--- config.mk ---
export PLATFORM = sky130hd
export DESIGN_NAME = c_subset_lexer
export DESIGN_NICKNAME = d
export VERILOG_FILES = /design/src/rtl/clex_pkg.sv /design/src/rtl/clex_front.sv /design/src/rtl/clex_queue.sv /design/src/rtl/clex_back.sv /design/src/rtl/c_subset_lexer.sv
export SDC_FILE = /design/constraint.sdc
export NUM_CORES = 1
export LEC_CHECK = 0
export BUFFER_PORTS_ARGS = -buffer_cell sky130_fd_sc_hd__buf_2
export CAP_MARGIN = 20
export CORE_MARGIN = 2
export CORE_UTILIZATION = 30
export CTS_BUF_LIST = sky130_fd_sc_hd__clkbuf_8
export DETAILED_ROUTE_END_ITERATION = 10
export GPL_TIMING_DRIVEN = 0
export MAX_ROUTING_LAYER = met4
export PLACE_DENSITY_LB_ADDON = 0.3
export SYNTH_ARGS = -nofsm -noshare
export SYNTH_HDL_FRONTEND = slang
export SYNTH_SLANG_ARGS = --single-unit
export TNS_END_PERCENT = 5
--- constraint.sdc ---
create_clock -name clock -period 3.8 [get_ports clock]
set_input_delay 0.38 -clock clock [delete_from_list [all_inputs] [get_ports clock]]
set_output_delay 0.38 -clock clock [all_outputs]
set_load 0.01 [all_outputs]
--- src/rtl/clex_pkg.sv ---
`timescale 1ns / 1ps
// ----------------------------------------------------------------------------
// clex_pkg : shared types and tables of the C subset lexer
// Beat types of both channels, token records, queue entry, keyword tables.
// ----------------------------------------------------------------------------
package clex_pkg;

   localparam int LENGTH_BITS    = 16;
   // depth must be a power of two: the pointers wrap naturally
   localparam int QUEUE_DEPTH    = 4;
   localparam int QUEUE_PTR_BITS = $clog2(QUEUE_DEPTH);
   localparam int KW_COUNT       = 6;
   localparam int KW_MAX_LEN     = 6;

   localparam logic [7:0] CH_SQUOTE = 8'h27;
   localparam logic [7:0] CH_DQUOTE = 8'h22;

   typedef logic [LENGTH_BITS-1:0] len_type;

   typedef enum logic [2:0] {
      LM_IDLE,
      LM_WORD,
      LM_NUM,
      LM_CHR1,
      LM_CHR2,
      LM_STR
   } lex_mode_type;

   typedef enum logic [2:0] {
      TC_KEYWORD,
      TC_IDENT,
      TC_CONST,
      TC_OPER,
      TC_CHAR,
      TC_STRING,
      TC_PUNCT,
      TC_UNTERM
   } tok_class_type;

   typedef struct packed {
      logic [7:0] text_byte;
      logic       is_last;
   } req_type;

   typedef struct packed {
      logic [2:0]  token_class;
      logic [15:0] token_length;
      logic [2:0]  keyword_number;
      logic [7:0]  token_byte;
      logic        last_of_run;
   } rsp_type;

   typedef struct packed {
      tok_class_type cls;
      len_type       len;
      logic [2:0]    kw;
      logic [7:0]    tbyte;
   } tok_type;

   typedef struct packed {
      logic    pair;
      tok_type tok0;
      tok_type tok1;
   } qent_type;

   typedef struct packed {
      logic full;
      logic empty;
   } qstat_type;

   // int, char, return, void, float, struct
   localparam logic [7:0] KW_TEXT [KW_COUNT][KW_MAX_LEN] = '{
      '{"i", "n", "t", 8'h00, 8'h00, 8'h00},
      '{"c", "h", "a", "r", 8'h00, 8'h00},
      '{"r", "e", "t", "u", "r", "n"},
      '{"v", "o", "i", "d", 8'h00, 8'h00},
      '{"f", "l", "o", "a", "t", 8'h00},
      '{"s", "t", "r", "u", "c", "t"}
   };

   localparam logic [2:0] KW_LEN [KW_COUNT] = '{3'd3, 3'd4, 3'd6, 3'd4, 3'd5, 3'd6};

   function automatic logic is_op(input logic [7:0] b);
      logic r;
      unique case (b) inside
         "+", "-", "*", "/", "=", ";", "{", "}", "(", ")": r = 1'b1;
         default: r = 1'b0;
      endcase
      return r;
   endfunction

endpackage

--- src/rtl/clex_front.sv ---
`timescale 1ns / 1ps
// ----------------------------------------------------------------------------
// clex_front : byte classifier and lexer state machine
// One byte a beat unless the queue is full; pushes zero, one or two closed tokens.
// ----------------------------------------------------------------------------
module clex_front (
   input  logic               clock,
   input  logic               reset,
   input  logic               req_valid,
   output logic               req_ready,
   input  clex_pkg::req_type  req_data,
   input  clex_pkg::qstat_type q_stat,
   output logic               push,
   output clex_pkg::qent_type push_data
);
   import clex_pkg::*;

   lex_mode_type mode_ff, mode_in, step_mode, start_mode;
   len_type      len_ff, len_in, step_len, len_inc;
   logic [5:0]   cand_ff, cand_in, step_cand, start_cand, keep;

   logic [7:0] b;
   logic       last, accept;
   logic       c_alpha, c_digit, c_space, c_sq, c_dq, c_alnum;
   logic       start_emit;
   tok_type    start_tok, ta, tc;
   logic       va, vb, vc;

   function automatic tok_type mk_tok(input tok_class_type cls, input len_type len);
      tok_type t;
      t.cls   = cls;
      t.len   = len;
      t.kw    = '0;
      t.tbyte = '0;
      return t;
   endfunction

   function automatic tok_type word_tok(input logic [5:0] cand, input len_type len);
      tok_type t;
      logic    hit;
      t   = mk_tok(TC_IDENT, len);
      hit = 1'b0;
      for (int k = 0; k < KW_COUNT; k++) begin
         if (!hit && cand[k] && len == LENGTH_BITS'(KW_LEN[k])) begin
            t.cls = TC_KEYWORD;
            t.kw  = 3'(k);
            hit   = 1'b1;
         end
      end
      return t;
   endfunction

   assign b         = req_data.text_byte;
   assign last      = req_data.is_last;
   assign req_ready = !q_stat.full;
   assign accept    = req_valid && req_ready;

   assign c_alpha = (b >= "a" && b <= "z") || (b >= "A" && b <= "Z");
   assign c_digit = b >= "0" && b <= "9";
   assign c_space = b == 8'h20 || (b >= 8'h09 && b <= 8'h0D);
   assign c_sq    = b == CH_SQUOTE;
   assign c_dq    = b == CH_DQUOTE;
   assign c_alnum = c_alpha || c_digit;

   assign len_inc = (len_ff == '1) ? len_ff : len_ff + len_type'(1);

   always_comb begin
      for (int k = 0; k < KW_COUNT; k++) begin
         keep[k] = cand_ff[k] && (len_ff < len_type'(KW_MAX_LEN)) &&
                   (len_ff[2:0] < KW_LEN[k]) && (KW_TEXT[k][len_ff[2:0]] == b);
         start_cand[k] = KW_TEXT[k][0] == b;
      end
   end

   always_comb begin
      start_emit = 1'b0;
      if (c_space) begin
         start_mode = LM_IDLE;
      end else if (c_alpha) begin
         start_mode = LM_WORD;
      end else if (c_digit) begin
         start_mode = LM_NUM;
      end else if (c_sq) begin
         start_mode = LM_CHR1;
      end else if (c_dq) begin
         start_mode = LM_STR;
      end else begin
         start_mode = LM_IDLE;
         start_emit = 1'b1;
      end
      start_tok       = mk_tok(is_op(b) ? TC_OPER : TC_PUNCT, len_type'(1));
      start_tok.tbyte = b;
   end

   // next state
   always_comb begin
      step_mode = mode_ff;
      step_len  = len_ff;
      step_cand = cand_ff;
      unique case (mode_ff)
         LM_WORD: begin
            if (c_alnum) begin
               step_len  = len_inc;
               step_cand = keep;
            end else begin
               step_mode = start_mode;
               step_len  = len_type'(1);
               step_cand = start_cand;
            end
         end
         LM_NUM: begin
            if (c_digit) begin
               step_len = len_inc;
            end else begin
               step_mode = start_mode;
               step_len  = len_type'(1);
               step_cand = start_cand;
            end
         end
         LM_CHR1: begin
            step_mode = LM_CHR2;
            step_len  = len_type'(2);
         end
         LM_CHR2: begin
            step_mode = LM_IDLE;
         end
         LM_STR: begin
            step_len = len_inc;
            if (c_dq) begin
               step_mode = LM_IDLE;
            end
         end
         LM_IDLE: begin
            step_mode = start_mode;
            step_len  = len_type'(1);
            step_cand = start_cand;
         end
         default: begin
            step_mode = LM_IDLE;
         end
      endcase
      mode_in = mode_ff;
      len_in  = len_ff;
      cand_in = cand_ff;
      if (accept) begin
         mode_in = last ? LM_IDLE : step_mode;
         len_in  = step_len;
         cand_in = step_cand;
      end
   end

   // tokens closed by this byte: ended token, single-byte token, end-of-text flush
   always_comb begin
      va = 1'b0;
      vb = 1'b0;
      vc = 1'b0;
      ta = mk_tok(TC_IDENT, len_ff);
      tc = mk_tok(TC_UNTERM, step_len);
      unique case (mode_ff)
         LM_WORD: begin
            if (!c_alnum) begin
               va = 1'b1;
               ta = word_tok(cand_ff, len_ff);
               vb = start_emit;
            end
         end
         LM_NUM: begin
            if (!c_digit) begin
               va = 1'b1;
               ta = mk_tok(TC_CONST, len_ff);
               vb = start_emit;
            end
         end
         LM_CHR2: begin
            va = 1'b1;
            ta = mk_tok(TC_CHAR, len_type'(3));
         end
         LM_STR: begin
            if (c_dq) begin
               va = 1'b1;
               ta = mk_tok(TC_STRING, len_inc);
            end
         end
         LM_IDLE: begin
            vb = start_emit;
         end
         default: begin
            va = 1'b0;
         end
      endcase
      if (last) begin
         unique case (step_mode) inside
            LM_WORD: begin
               vc = 1'b1;
               tc = word_tok(step_cand, step_len);
            end
            LM_NUM: begin
               vc = 1'b1;
               tc = mk_tok(TC_CONST, step_len);
            end
            LM_CHR1, LM_CHR2, LM_STR: begin
               vc = 1'b1;
            end
            default: begin
               vc = 1'b0;
            end
         endcase
      end
   end

   assign push           = accept && (va || vb || vc);
   assign push_data.pair = (va && vb) || (va && vc) || (vb && vc);
   assign push_data.tok0 = va ? ta : (vb ? start_tok : tc);
   assign push_data.tok1 = (va && vb) ? start_tok : tc;

   always_ff @(posedge clock) begin
      if (reset) begin
         mode_ff <= LM_IDLE;
         len_ff  <= '0;
         cand_ff <= '0;
      end else begin
         mode_ff <= mode_in;
         len_ff  <= len_in;
         cand_ff <= cand_in;
      end
   end

   a_last_idles: assert property (@(posedge clock) disable iff (reset)
      accept && last |=> mode_ff == LM_IDLE)
      else $error("lexer not idle after final byte");

endmodule

--- src/rtl/clex_queue.sv ---
`timescale 1ns / 1ps
// ----------------------------------------------------------------------------
// clex_queue : token queue between front and back
// Small register FIFO of token-pair entries.
// ----------------------------------------------------------------------------
module clex_queue (
   input  logic                clock,
   input  logic                reset,
   input  logic                push,
   input  clex_pkg::qent_type  push_data,
   input  logic                pop,
   output clex_pkg::qent_type  head,
   output clex_pkg::qstat_type q_stat
);
   import clex_pkg::*;

   qent_type                  mem_ff [QUEUE_DEPTH];
   logic [QUEUE_PTR_BITS-1:0] wr_ff, wr_in, rd_ff, rd_in;
   logic [QUEUE_PTR_BITS:0]   cnt_ff, cnt_in;

   assign head         = mem_ff[rd_ff];
   assign q_stat.full  = cnt_ff == (QUEUE_PTR_BITS+1)'(QUEUE_DEPTH);
   assign q_stat.empty = cnt_ff == '0;

   always_comb begin
      wr_in  = push ? wr_ff + 1'b1 : wr_ff;
      rd_in  = pop ? rd_ff + 1'b1 : rd_ff;
      case ({push, pop})
         2'b10:   cnt_in = cnt_ff + 1'b1;
         2'b01:   cnt_in = cnt_ff - 1'b1;
         default: cnt_in = cnt_ff;
      endcase
   end

   always_ff @(posedge clock) begin
      if (push) begin
         mem_ff[wr_ff] <= push_data;
      end
   end

   always_ff @(posedge clock) begin
      if (reset) begin
         wr_ff  <= '0;
         rd_ff  <= '0;
         cnt_ff <= '0;
      end else begin
         wr_ff  <= wr_in;
         rd_ff  <= rd_in;
         cnt_ff <= cnt_in;
      end
   end

   a_cnt_bound: assert property (@(posedge clock) disable iff (reset)
      cnt_ff <= (QUEUE_PTR_BITS+1)'(QUEUE_DEPTH))
      else $error("queue count beyond depth");

   a_cnt_ptrs: assert property (@(posedge clock) disable iff (reset)
      cnt_ff[QUEUE_PTR_BITS-1:0] == QUEUE_PTR_BITS'(wr_ff - rd_ff))
      else $error("queue count and pointers disagree");

endmodule

--- src/rtl/clex_back.sv ---
`timescale 1ns / 1ps
// ----------------------------------------------------------------------------
// clex_back : token serialiser and result register
// Emits the tokens of each queue entry one beat at a time.
// ----------------------------------------------------------------------------
module clex_back (
   input  logic                clock,
   input  logic                reset,
   input  clex_pkg::qent_type  head,
   input  clex_pkg::qstat_type q_stat,
   output logic                pop,
   output logic                rsp_valid,
   input  logic                rsp_ready,
   output clex_pkg::rsp_type   rsp_data
);
   import clex_pkg::*;

   logic    sel_ff, sel_in;
   logic    rsp_valid_ff, rsp_valid_in;
   rsp_type rsp_ff, rsp_in;
   logic    load, is_end;
   tok_type tok;

   function automatic logic [15:0] sat16(input len_type len);
      logic [31:0] w;
      w = 32'(len);
      return (|w[31:16]) ? 16'hFFFF : w[15:0];
   endfunction

   assign load   = !q_stat.empty && (!rsp_valid_ff || rsp_ready);
   assign tok    = sel_ff ? head.tok1 : head.tok0;
   assign is_end = sel_ff || !head.pair;
   assign pop    = load && is_end;

   always_comb begin
      sel_in       = load ? !is_end : sel_ff;
      rsp_valid_in = load || (rsp_valid_ff && !rsp_ready);
      rsp_in       = rsp_ff;
      if (load) begin
         rsp_in.token_class    = tok.cls;
         rsp_in.token_length   = sat16(tok.len);
         rsp_in.keyword_number = tok.kw;
         rsp_in.token_byte     = tok.tbyte;
         rsp_in.last_of_run    = is_end;
      end
   end

   always_ff @(posedge clock) begin
      rsp_ff <= rsp_in;
      if (reset) begin
         sel_ff       <= 1'b0;
         rsp_valid_ff <= 1'b0;
      end else begin
         sel_ff       <= sel_in;
         rsp_valid_ff <= rsp_valid_in;
      end
   end

   assign rsp_valid = rsp_valid_ff;
   assign rsp_data  = rsp_ff;

   a_sel_pair: assert property (@(posedge clock) disable iff (reset)
      sel_ff |-> !q_stat.empty && head.pair)
      else $error("second token selected without a pair entry");

endmodule

--- src/rtl/c_subset_lexer.sv ---
`timescale 1ns / 1ps
// A closed token is written into a queue entry, then loaded into the output register.
// One byte per cycle while the queue has room; one result beat per cycle while rsp_ready holds.
// A byte that closes two tokens takes two output beats; the 4-entry queue absorbs it.
// Reset: synchronous, clears lexer state, queue pointers and output valid.
// ----------------------------------------------------------------------------
// c_subset_lexer : streaming lexer for a small C subset
// Front classifies bytes and closes tokens, back serialises token records.
// ----------------------------------------------------------------------------
module c_subset_lexer (
   input  logic              clock,
   input  logic              reset,
   input  logic              req_valid,
   output logic              req_ready,
   input  clex_pkg::req_type req_data,
   output logic              rsp_valid,
   input  logic              rsp_ready,
   output clex_pkg::rsp_type rsp_data
);
   import clex_pkg::*;

   logic      push, pop;
   qent_type  push_data, head;
   qstat_type q_stat;

   clex_front u_front (
      .clock     (clock),
      .reset     (reset),
      .req_valid (req_valid),
      .req_ready (req_ready),
      .req_data  (req_data),
      .q_stat    (q_stat),
      .push      (push),
      .push_data (push_data)
   );

   clex_queue u_queue (
      .clock     (clock),
      .reset     (reset),
      .push      (push),
      .push_data (push_data),
      .pop       (pop),
      .head      (head),
      .q_stat    (q_stat)
   );

   clex_back u_back (
      .clock     (clock),
      .reset     (reset),
      .head      (head),
      .q_stat    (q_stat),
      .pop       (pop),
      .rsp_valid (rsp_valid),
      .rsp_ready (rsp_ready),
      .rsp_data  (rsp_data)
   );

endmodule
# After elaboration in Yosys (flattened, before gate mapping)
# Memories as Yosys holds them, arrays and structs flattened. A register that Yosys moved wholly into a read port is not among the register bits.
# Cells that the tools add are included.
totals:
  ff_bits: 65
  ramBits: 244
  mem_bits_ro: 384
  out_inout_bits: 33
  n_memories: 7
memory_table:
  columns: ["memory", "words", "width", "rd", "rd_ports_with_merged_regs", "write_ports", "line", "rtl"]
  rows:
  - ["u_queue.mem_ff", 4, 61, 1, 1, 1, "clex_queue.sv:17", "qent_type mem_ff [QUEUE_DEPTH];"]
  - ["(no name shown)", 8, 8, 1, 0, 0, "clex_front.sv:70", "(len_ff[2:0] < KW_LEN[k]) && (KW_TEXT[k][len_ff[2:0]] == b);"]
  - ["(no name shown)", 8, 8, 1, 0, 0, "clex_front.sv:70", null]
  - ["(no name shown)", 8, 8, 1, 0, 0, "clex_front.sv:70", null]
  - ["(no name shown)", 8, 8, 1, 0, 0, "clex_front.sv:70", null]
  - ["(no name shown)", 8, 8, 1, 0, 0, "clex_front.sv:70", null]
  - ["+1 memories", null, null, null, null, null, null, null]
op_classes:
  addsub: 5
  order_cmp: 14
  n_eq_ne: 47
  mux: 112
  n_bitwise: 1
  n_reduce_logical: 83
ops:
  columns: ["cell", "count"]
  rows:
  - ["$mux W30", 7]
  - ["$pmux W30 S4", 1]
  - ["$eq A16 B3 Y1 const B", 6]
  - ["$mux W8", 12]
  - ["$eq A8 B6 Y1 const B", 11]
  - ["$pmux W16 S5", 1]
  - ["$pmux W30 S2", 1]
  - ["$mux W1", 59]
  - ["$logic_and A1 B1 Y1", 52]
  - ["$eq A7 B8 Y1 const A", 6]
  - ["$eq A8 B8 Y1", 6]
  - ["$mux W16", 3]
  - ["$mux W3", 14]
  - ["$eq A16 B2 Y1 const B", 2]
  - ["$mux W29", 1]
  - ["$pmux W6 S3", 1]
  - ["$add A16 B1 Y16 const B", 1]
  - ["$eq A16 B16 Y1 const B", 1]
  - ["$eq A8 B7 Y1 const B", 2]
  - ["$ge A8 B7 Y1 const B", 2]
  - ["$le A8 B7 Y1 const B", 2]
  - ["$logic_not A1 Y1", 16]
  - ["$lt A16 B3 Y1 const B", 1]
  - ["$eq A3 B3 Y1 const B", 5]
  - ["26 further kinds", 49]

# Logic depth before layout (Yosys ltp)
depth:
  word_depth: 44
  ltp_mapped: 16
  depth_no_buf: 13

# By module
# A second synthesis with hierarchy kept.
unflattened:
  cells_unflattened: 1070
  area_unflattened_um2: 14752.9
modules_own_cells:
  columns: ["mod", "n_inst", "cells_per_inst", "area_each_um2", "seq_area_each_um2"]
  rows:
  - ["clex_queue", 1, 366, 9303.9, 7507.2]
  - ["clex_front", 1, 629, 4070.2, 500.5]
  - ["clex_back", 1, 75, 1378.8, 970.9]

# Worst setup path after synthesis
# No wires, ideal clock.
synth_path:
  kind: "in2reg"
  from: "in req_data[1] (netlist bit)"
  to: "mem u_queue.mem_ff[0][0] (netlist bit) (enable)"
  setup_ps: 425
  arrival_ps: 3625
  t_required_ps: 3375
  path_slack_ps: -250
  stages: 9
  n_path_buf: 2
  cell_sequence: "buf_6 -> or2_2 -> o221ai_4 -> and2_1 -> clkbuf_1 -> o211ai_1 -> nand2b_1 -> o31a_1 -> and2_1"
synth_between:
  elab_chain_cells: 16
  word_cells_on_any_way: 52
synth_rtl:
  columns: ["item", "line", "rtl"]
  rows:
  - ["from (decl)", "c_subset_lexer.sv:15", "input clex_pkg::req_type req_data,"]
  - ["parallel branches: the longest is 12 deep, another holds $ge A8 B6 Y1", null, null]
  - ["$logic_or A1 B1 Y1 (*)", "clex_front.sv:211", "assign push = accept && (va || vb || vc);"]
  - ["$logic_and A1 B1 Y1 (*)", "clex_front.sv:211", null]
  - ["$mux W1 (*)", "clex_queue.sv:36", "if (push) begin"]
  - ["$mux W1 (not written as such) (*)", "clex_queue.sv:37", "mem_ff[wr_ff] <= push_data;"]
  - ["to (decl)", "clex_queue.sv:17", null]
# Mark *: on every way between the ends.

==> results.md <==
* Part of the Yosys area used for sequential elements at 0.614
* RR Startpoint: u_front.len_ff[0]
* Fin. Hold Viols at 0
* Gate Count Post-Synth at 1,134
* Fmax at 0.275 GHz
* Number of global-route vias before repair at 9,934
* GRT Overall Usage at 0.170
* Post-synth top flop: sky130_fd_sc_hd__edfxtp_1
* Placement Cell Area at 15,700 um^2
* Total CTS buffers at 51
* Startpoint of the most critical hold path: rsp_ready
* Maximum resistive drop on vdd at 0.000312 V
* Register-to-register setup slack at 0.17 ns
* Final routed wire length divided by cell count at 22.1 um
* Clock Sinks at 311
* Htree depth at 2
* Slew @ Worst Pin at 1.12 ns
* Placed wire-length estimate at 28,700 um
* Result of the run: finished, final reports clean
* Die W at 225 um
* Number of unique standard cell types used by synthesis at 84
* Classification of the worst-slack hold path: input port to register
* Library cell with the largest summed area after synthesis: sky130_fd_sc_hd__edfxtp_1
* Cell count of the worst hold path at 3
* Number of top-level pins at 46
* Buffers from clock root to sink, at most at 3
* Most Used Layer, Global Route: met2
* Most frequent cells after synthesis: sky130_fd_sc_hd__edfxtp_1, sky130_fd_sc_hd__nand2_1, sky130_fd_sc_hd__nor2_1, sky130_fd_sc_hd__mux4_2, sky130_fd_sc_hd__a21oi_1
* Setup violators final at 0
* Number of rows created at floorplan at 80
* Vias after detailed routing at 10,100
* First element of the critical path: u_front.len_ff[0]
* Met1 global-route usage at 0.235
* CP required at 4.06 ns
* Data arrival at the endpoint of the critical path at 3.90 ns
* Register clock-pin slew on the reported worst setup and hold paths at 0.06 ns
* Floorplan die area at 50,500 um^2
* Hold Path Sink: u_back.rsp_valid
* Proportion of synthesized flip-flops having asynchronous set or reset at 0
* Final RePlAce weighted congestion at 0.945
* Initial antenna violation count at 0
* Area share of the largest cell type after synthesis at 0.565
* Number of violations reported at the end of detailed-routing iteration 0 at 860
* Leakage power at 5.57 nW
* Initial cell density of the core at 0.305
* Max-capacitance violation count at 0
* Worst R2R Path Depth at 11
* Type of the worst setup path: register to register
* Share of the clock period used by the worst path after layout at 0.956
* I/O Buffers at 43
* Wire length of the first global-routing pass at 62,600 um
* Cell area power density at 579 nW/um^2
* Min setup slack post-route at 0.167 ns
* Core Box Area at 47,900 um^2
* Number of nets produced by synthesis at 1,161
* Die boundary height at 225 um
* Met2 demand-to-capacity share in global routing at 0.259
* Critical-path maximum fanout at 10
* CTS tree: built
* Layout fillers at 4,682
* YS warnings at 0
* Flip-flop and latch area at 8980 um^2
* GRT overflow at 0
* Routed Antenna Nets at 0
* Design area at 16,800 um^2
* Setup TNS after final layout at 0 ns
* Clock root buffer: sky130_fd_sc_hd__clkbuf_8
* Number of pins with negative max-slew slack in the final report at 0
* Capturing element type of the critical path: register
* Leading cell types by total area after synthesis: sky130_fd_sc_hd__edfxtp_1, sky130_fd_sc_hd__mux4_2, sky130_fd_sc_hd__dfxtp_1
* Largest net degree at the start of global routing at 44
* Number of synthesized flops with an enable pin at 275
* Vias per std cell at 5.32
* Type of element launching the critical path: register
* Area used by multi-input combinational logic at 5330 um^2
* Final Net Count at 1,264
* CTS Hold Bufs at 0
* Avg Synthesized Cell Area at 12.9 um^2
* Final routed DRC violation total at 0
* Combined area of all synthesized cells at 14,600 um^2
* Area growth syn-to-layout at 15.2%
* Met3 track demand over resource at 0.0240
* Max Clock Skew at 0.0251 ns
* Synthesized flop and latch total at 311
* Proportion of layout cells with a drive suffix above 1 at 0.192
* Clk_lat worst skew at 0.60 ns
* Slew Limit Headroom at 0.249
* Detailed-routing iteration count for the pre-antenna-repair pass at 6
* Pre-CTS WS at -1.23 ns
* Count leader, synth: sky130_fd_sc_hd__edfxtp_1
* Post-layout minimum cycle time at 3.63 ns
* Detailed Route WL at 41,900 um
* Endpoint of the worst register-to-register path: u_queue.mem_ff[1][57]
==> sequential cells by signal, indices dropped and copies added (netlist names), named ones only <==
signal / count
u_queue.mem_ff: 244
u_back.rsp_data: 31
u_front.len_ff: 16
u_front.cand_ff: 6
u_front.mode_ff: 3
u_queue.cnt_ff: 3
u_queue.rd_ff: 2
u_queue.wr_ff: 2
u_back.rsp_valid: 1
u_back.sel_ff: 1
==> cell usage in the layout (no fill, tap or decap), types with 8 or more instances in the layout <==
master,instances
sky130_fd_sc_hd__nand2b_1,9
sky130_fd_sc_hd__nor2_1,74
sky130_fd_sc_hd__clkbuf_1,40
sky130_fd_sc_hd__a211oi_1,11
sky130_fd_sc_hd__a21oi_1,54
sky130_fd_sc_hd__dfxtp_1,34
sky130_fd_sc_hd__a31oi_1,9
sky130_fd_sc_hd__clkbuf_8,52
sky130_fd_sc_hd__and2_1,18
sky130_fd_sc_hd__and3_1,11
sky130_fd_sc_hd__mux4_2,61
sky130_fd_sc_hd__ha_1,11
sky130_fd_sc_hd__nand4_1,19
sky130_fd_sc_hd__xor2_1,13
sky130_fd_sc_hd__buf_1,15
sky130_fd_sc_hd__nor3_1,29
sky130_fd_sc_hd__o22ai_1,8
sky130_fd_sc_hd__edfxtp_1,275
sky130_fd_sc_hd__o21ai_0,38
sky130_fd_sc_hd__buf_2,56
sky130_fd_sc_hd__nand2_1,157
sky130_fd_sc_hd__nand3_1,21
sky130_fd_sc_hd__inv_1,48
sky130_fd_sc_hd__nor4_1,10
sky130_fd_sc_hd__a22oi_1,14
==> metal layers <==
layer / vias up / part of all wire
met1: 5042 / 0.45
met2: 375 / 0.46
met5: - / 0
met4: 0 / 0.031
met3: 94 / 0.059
li1: 4555 / -
==> cell families after synthesis <==
logic type | count (synthesis) | synth area share
simple gates | 401 | 0.133
flops | 311 | 0.614
compound gates | 214 | 0.0997
buf+inv | 106 | 0.0299
mux | 68 | 0.0989
xor+xnor | 20 | 0.0120
fa+ha+maj | 14 | 0.0125
==> critical path, cell delays in order, from the launching register on <==
cell and delay (ns):
sky130_fd_sc_hd__dfxtp_2 0.45, sky130_fd_sc_hd__ha_4 0.25, sky130_fd_sc_hd__nand4_1 0.29, sky130_fd_sc_hd__nor4_4 0.41, sky130_fd_sc_hd__clkbuf_4 0.28, sky130_fd_sc_hd__buf_2 0.26
sky130_fd_sc_hd__nor2_1 0.11, sky130_fd_sc_hd__o32a_1 0.40, sky130_fd_sc_hd__a21oi_2 0.29, sky130_fd_sc_hd__a211oi_2 0.12, sky130_fd_sc_hd__o211ai_1 0.19, sky130_fd_sc_hd__nand4_1 0.25
==> report_power, final <==
group	leakage (nW)	internal [W]	total, W	switching, W
clock	0.577	0.00141	0.00273	0.00132
combinational	2.22	0.000966	0.00252	0.00155
sequential	2.77	0.00433	0.00450	0.000164
total	5.57	0.00671	0.00974	0.00304
==> cell type report <==
cell class / instances / area share
Multi-Input combinational cell: 717 / 0.317
Buffer: 78 / 0.0204
Clock buffer: 52 / 0.0425
Antenna cell: 1 / 0.000149
Sequential cell: 311 / 0.534
Tap cell: 615 / 0.0457
Inverter: 26 / 0.00602
Clock inverter: 40 / 0.0130
Timing Repair Buffer: 52 / 0.0220
==> worst max path at each step <==
stage / to / slack, ns
after floorplan: u_queue.mem_ff[1][0] / -0.25
after global placement: u_queue.mem_ff[1][30] / -2.58
after detailed placement: u_queue.mem_ff[0][57] / -1.23
after CTS: u_queue.cnt_ff[2] / 0.004
after global routing: u_queue.mem_ff[2][38] / -0.007
final: u_queue.mem_ff[1][57] / 0.17
==> through the flow <==
stage / hold slack [ns] / power, W / util / instances
final: 0.124 / 0.00974 / 0.351 / 1892
after global routing: 0.126 / 0.0102 / 0.351 / 1891
after CTS: 0.0862 / 0.00985 / 0.349 / 1888
after detailed placement: 0.515 / 0.00710 / 0.328 / 1796
after global placement: 0.512 / 0.00706 / 0.325 / 1792
after floorplan: 0.457 / 0.00618 / - / 1134
==> what timing repair did <==
action / CTS / global route
buffers inserted: 1 / 3
resized for setup: 15 / 22
pin swaps: 2 / 2
setup endpoints to repair: 62 / 198
No activity file was read; power rests on OpenSTA's default activity.
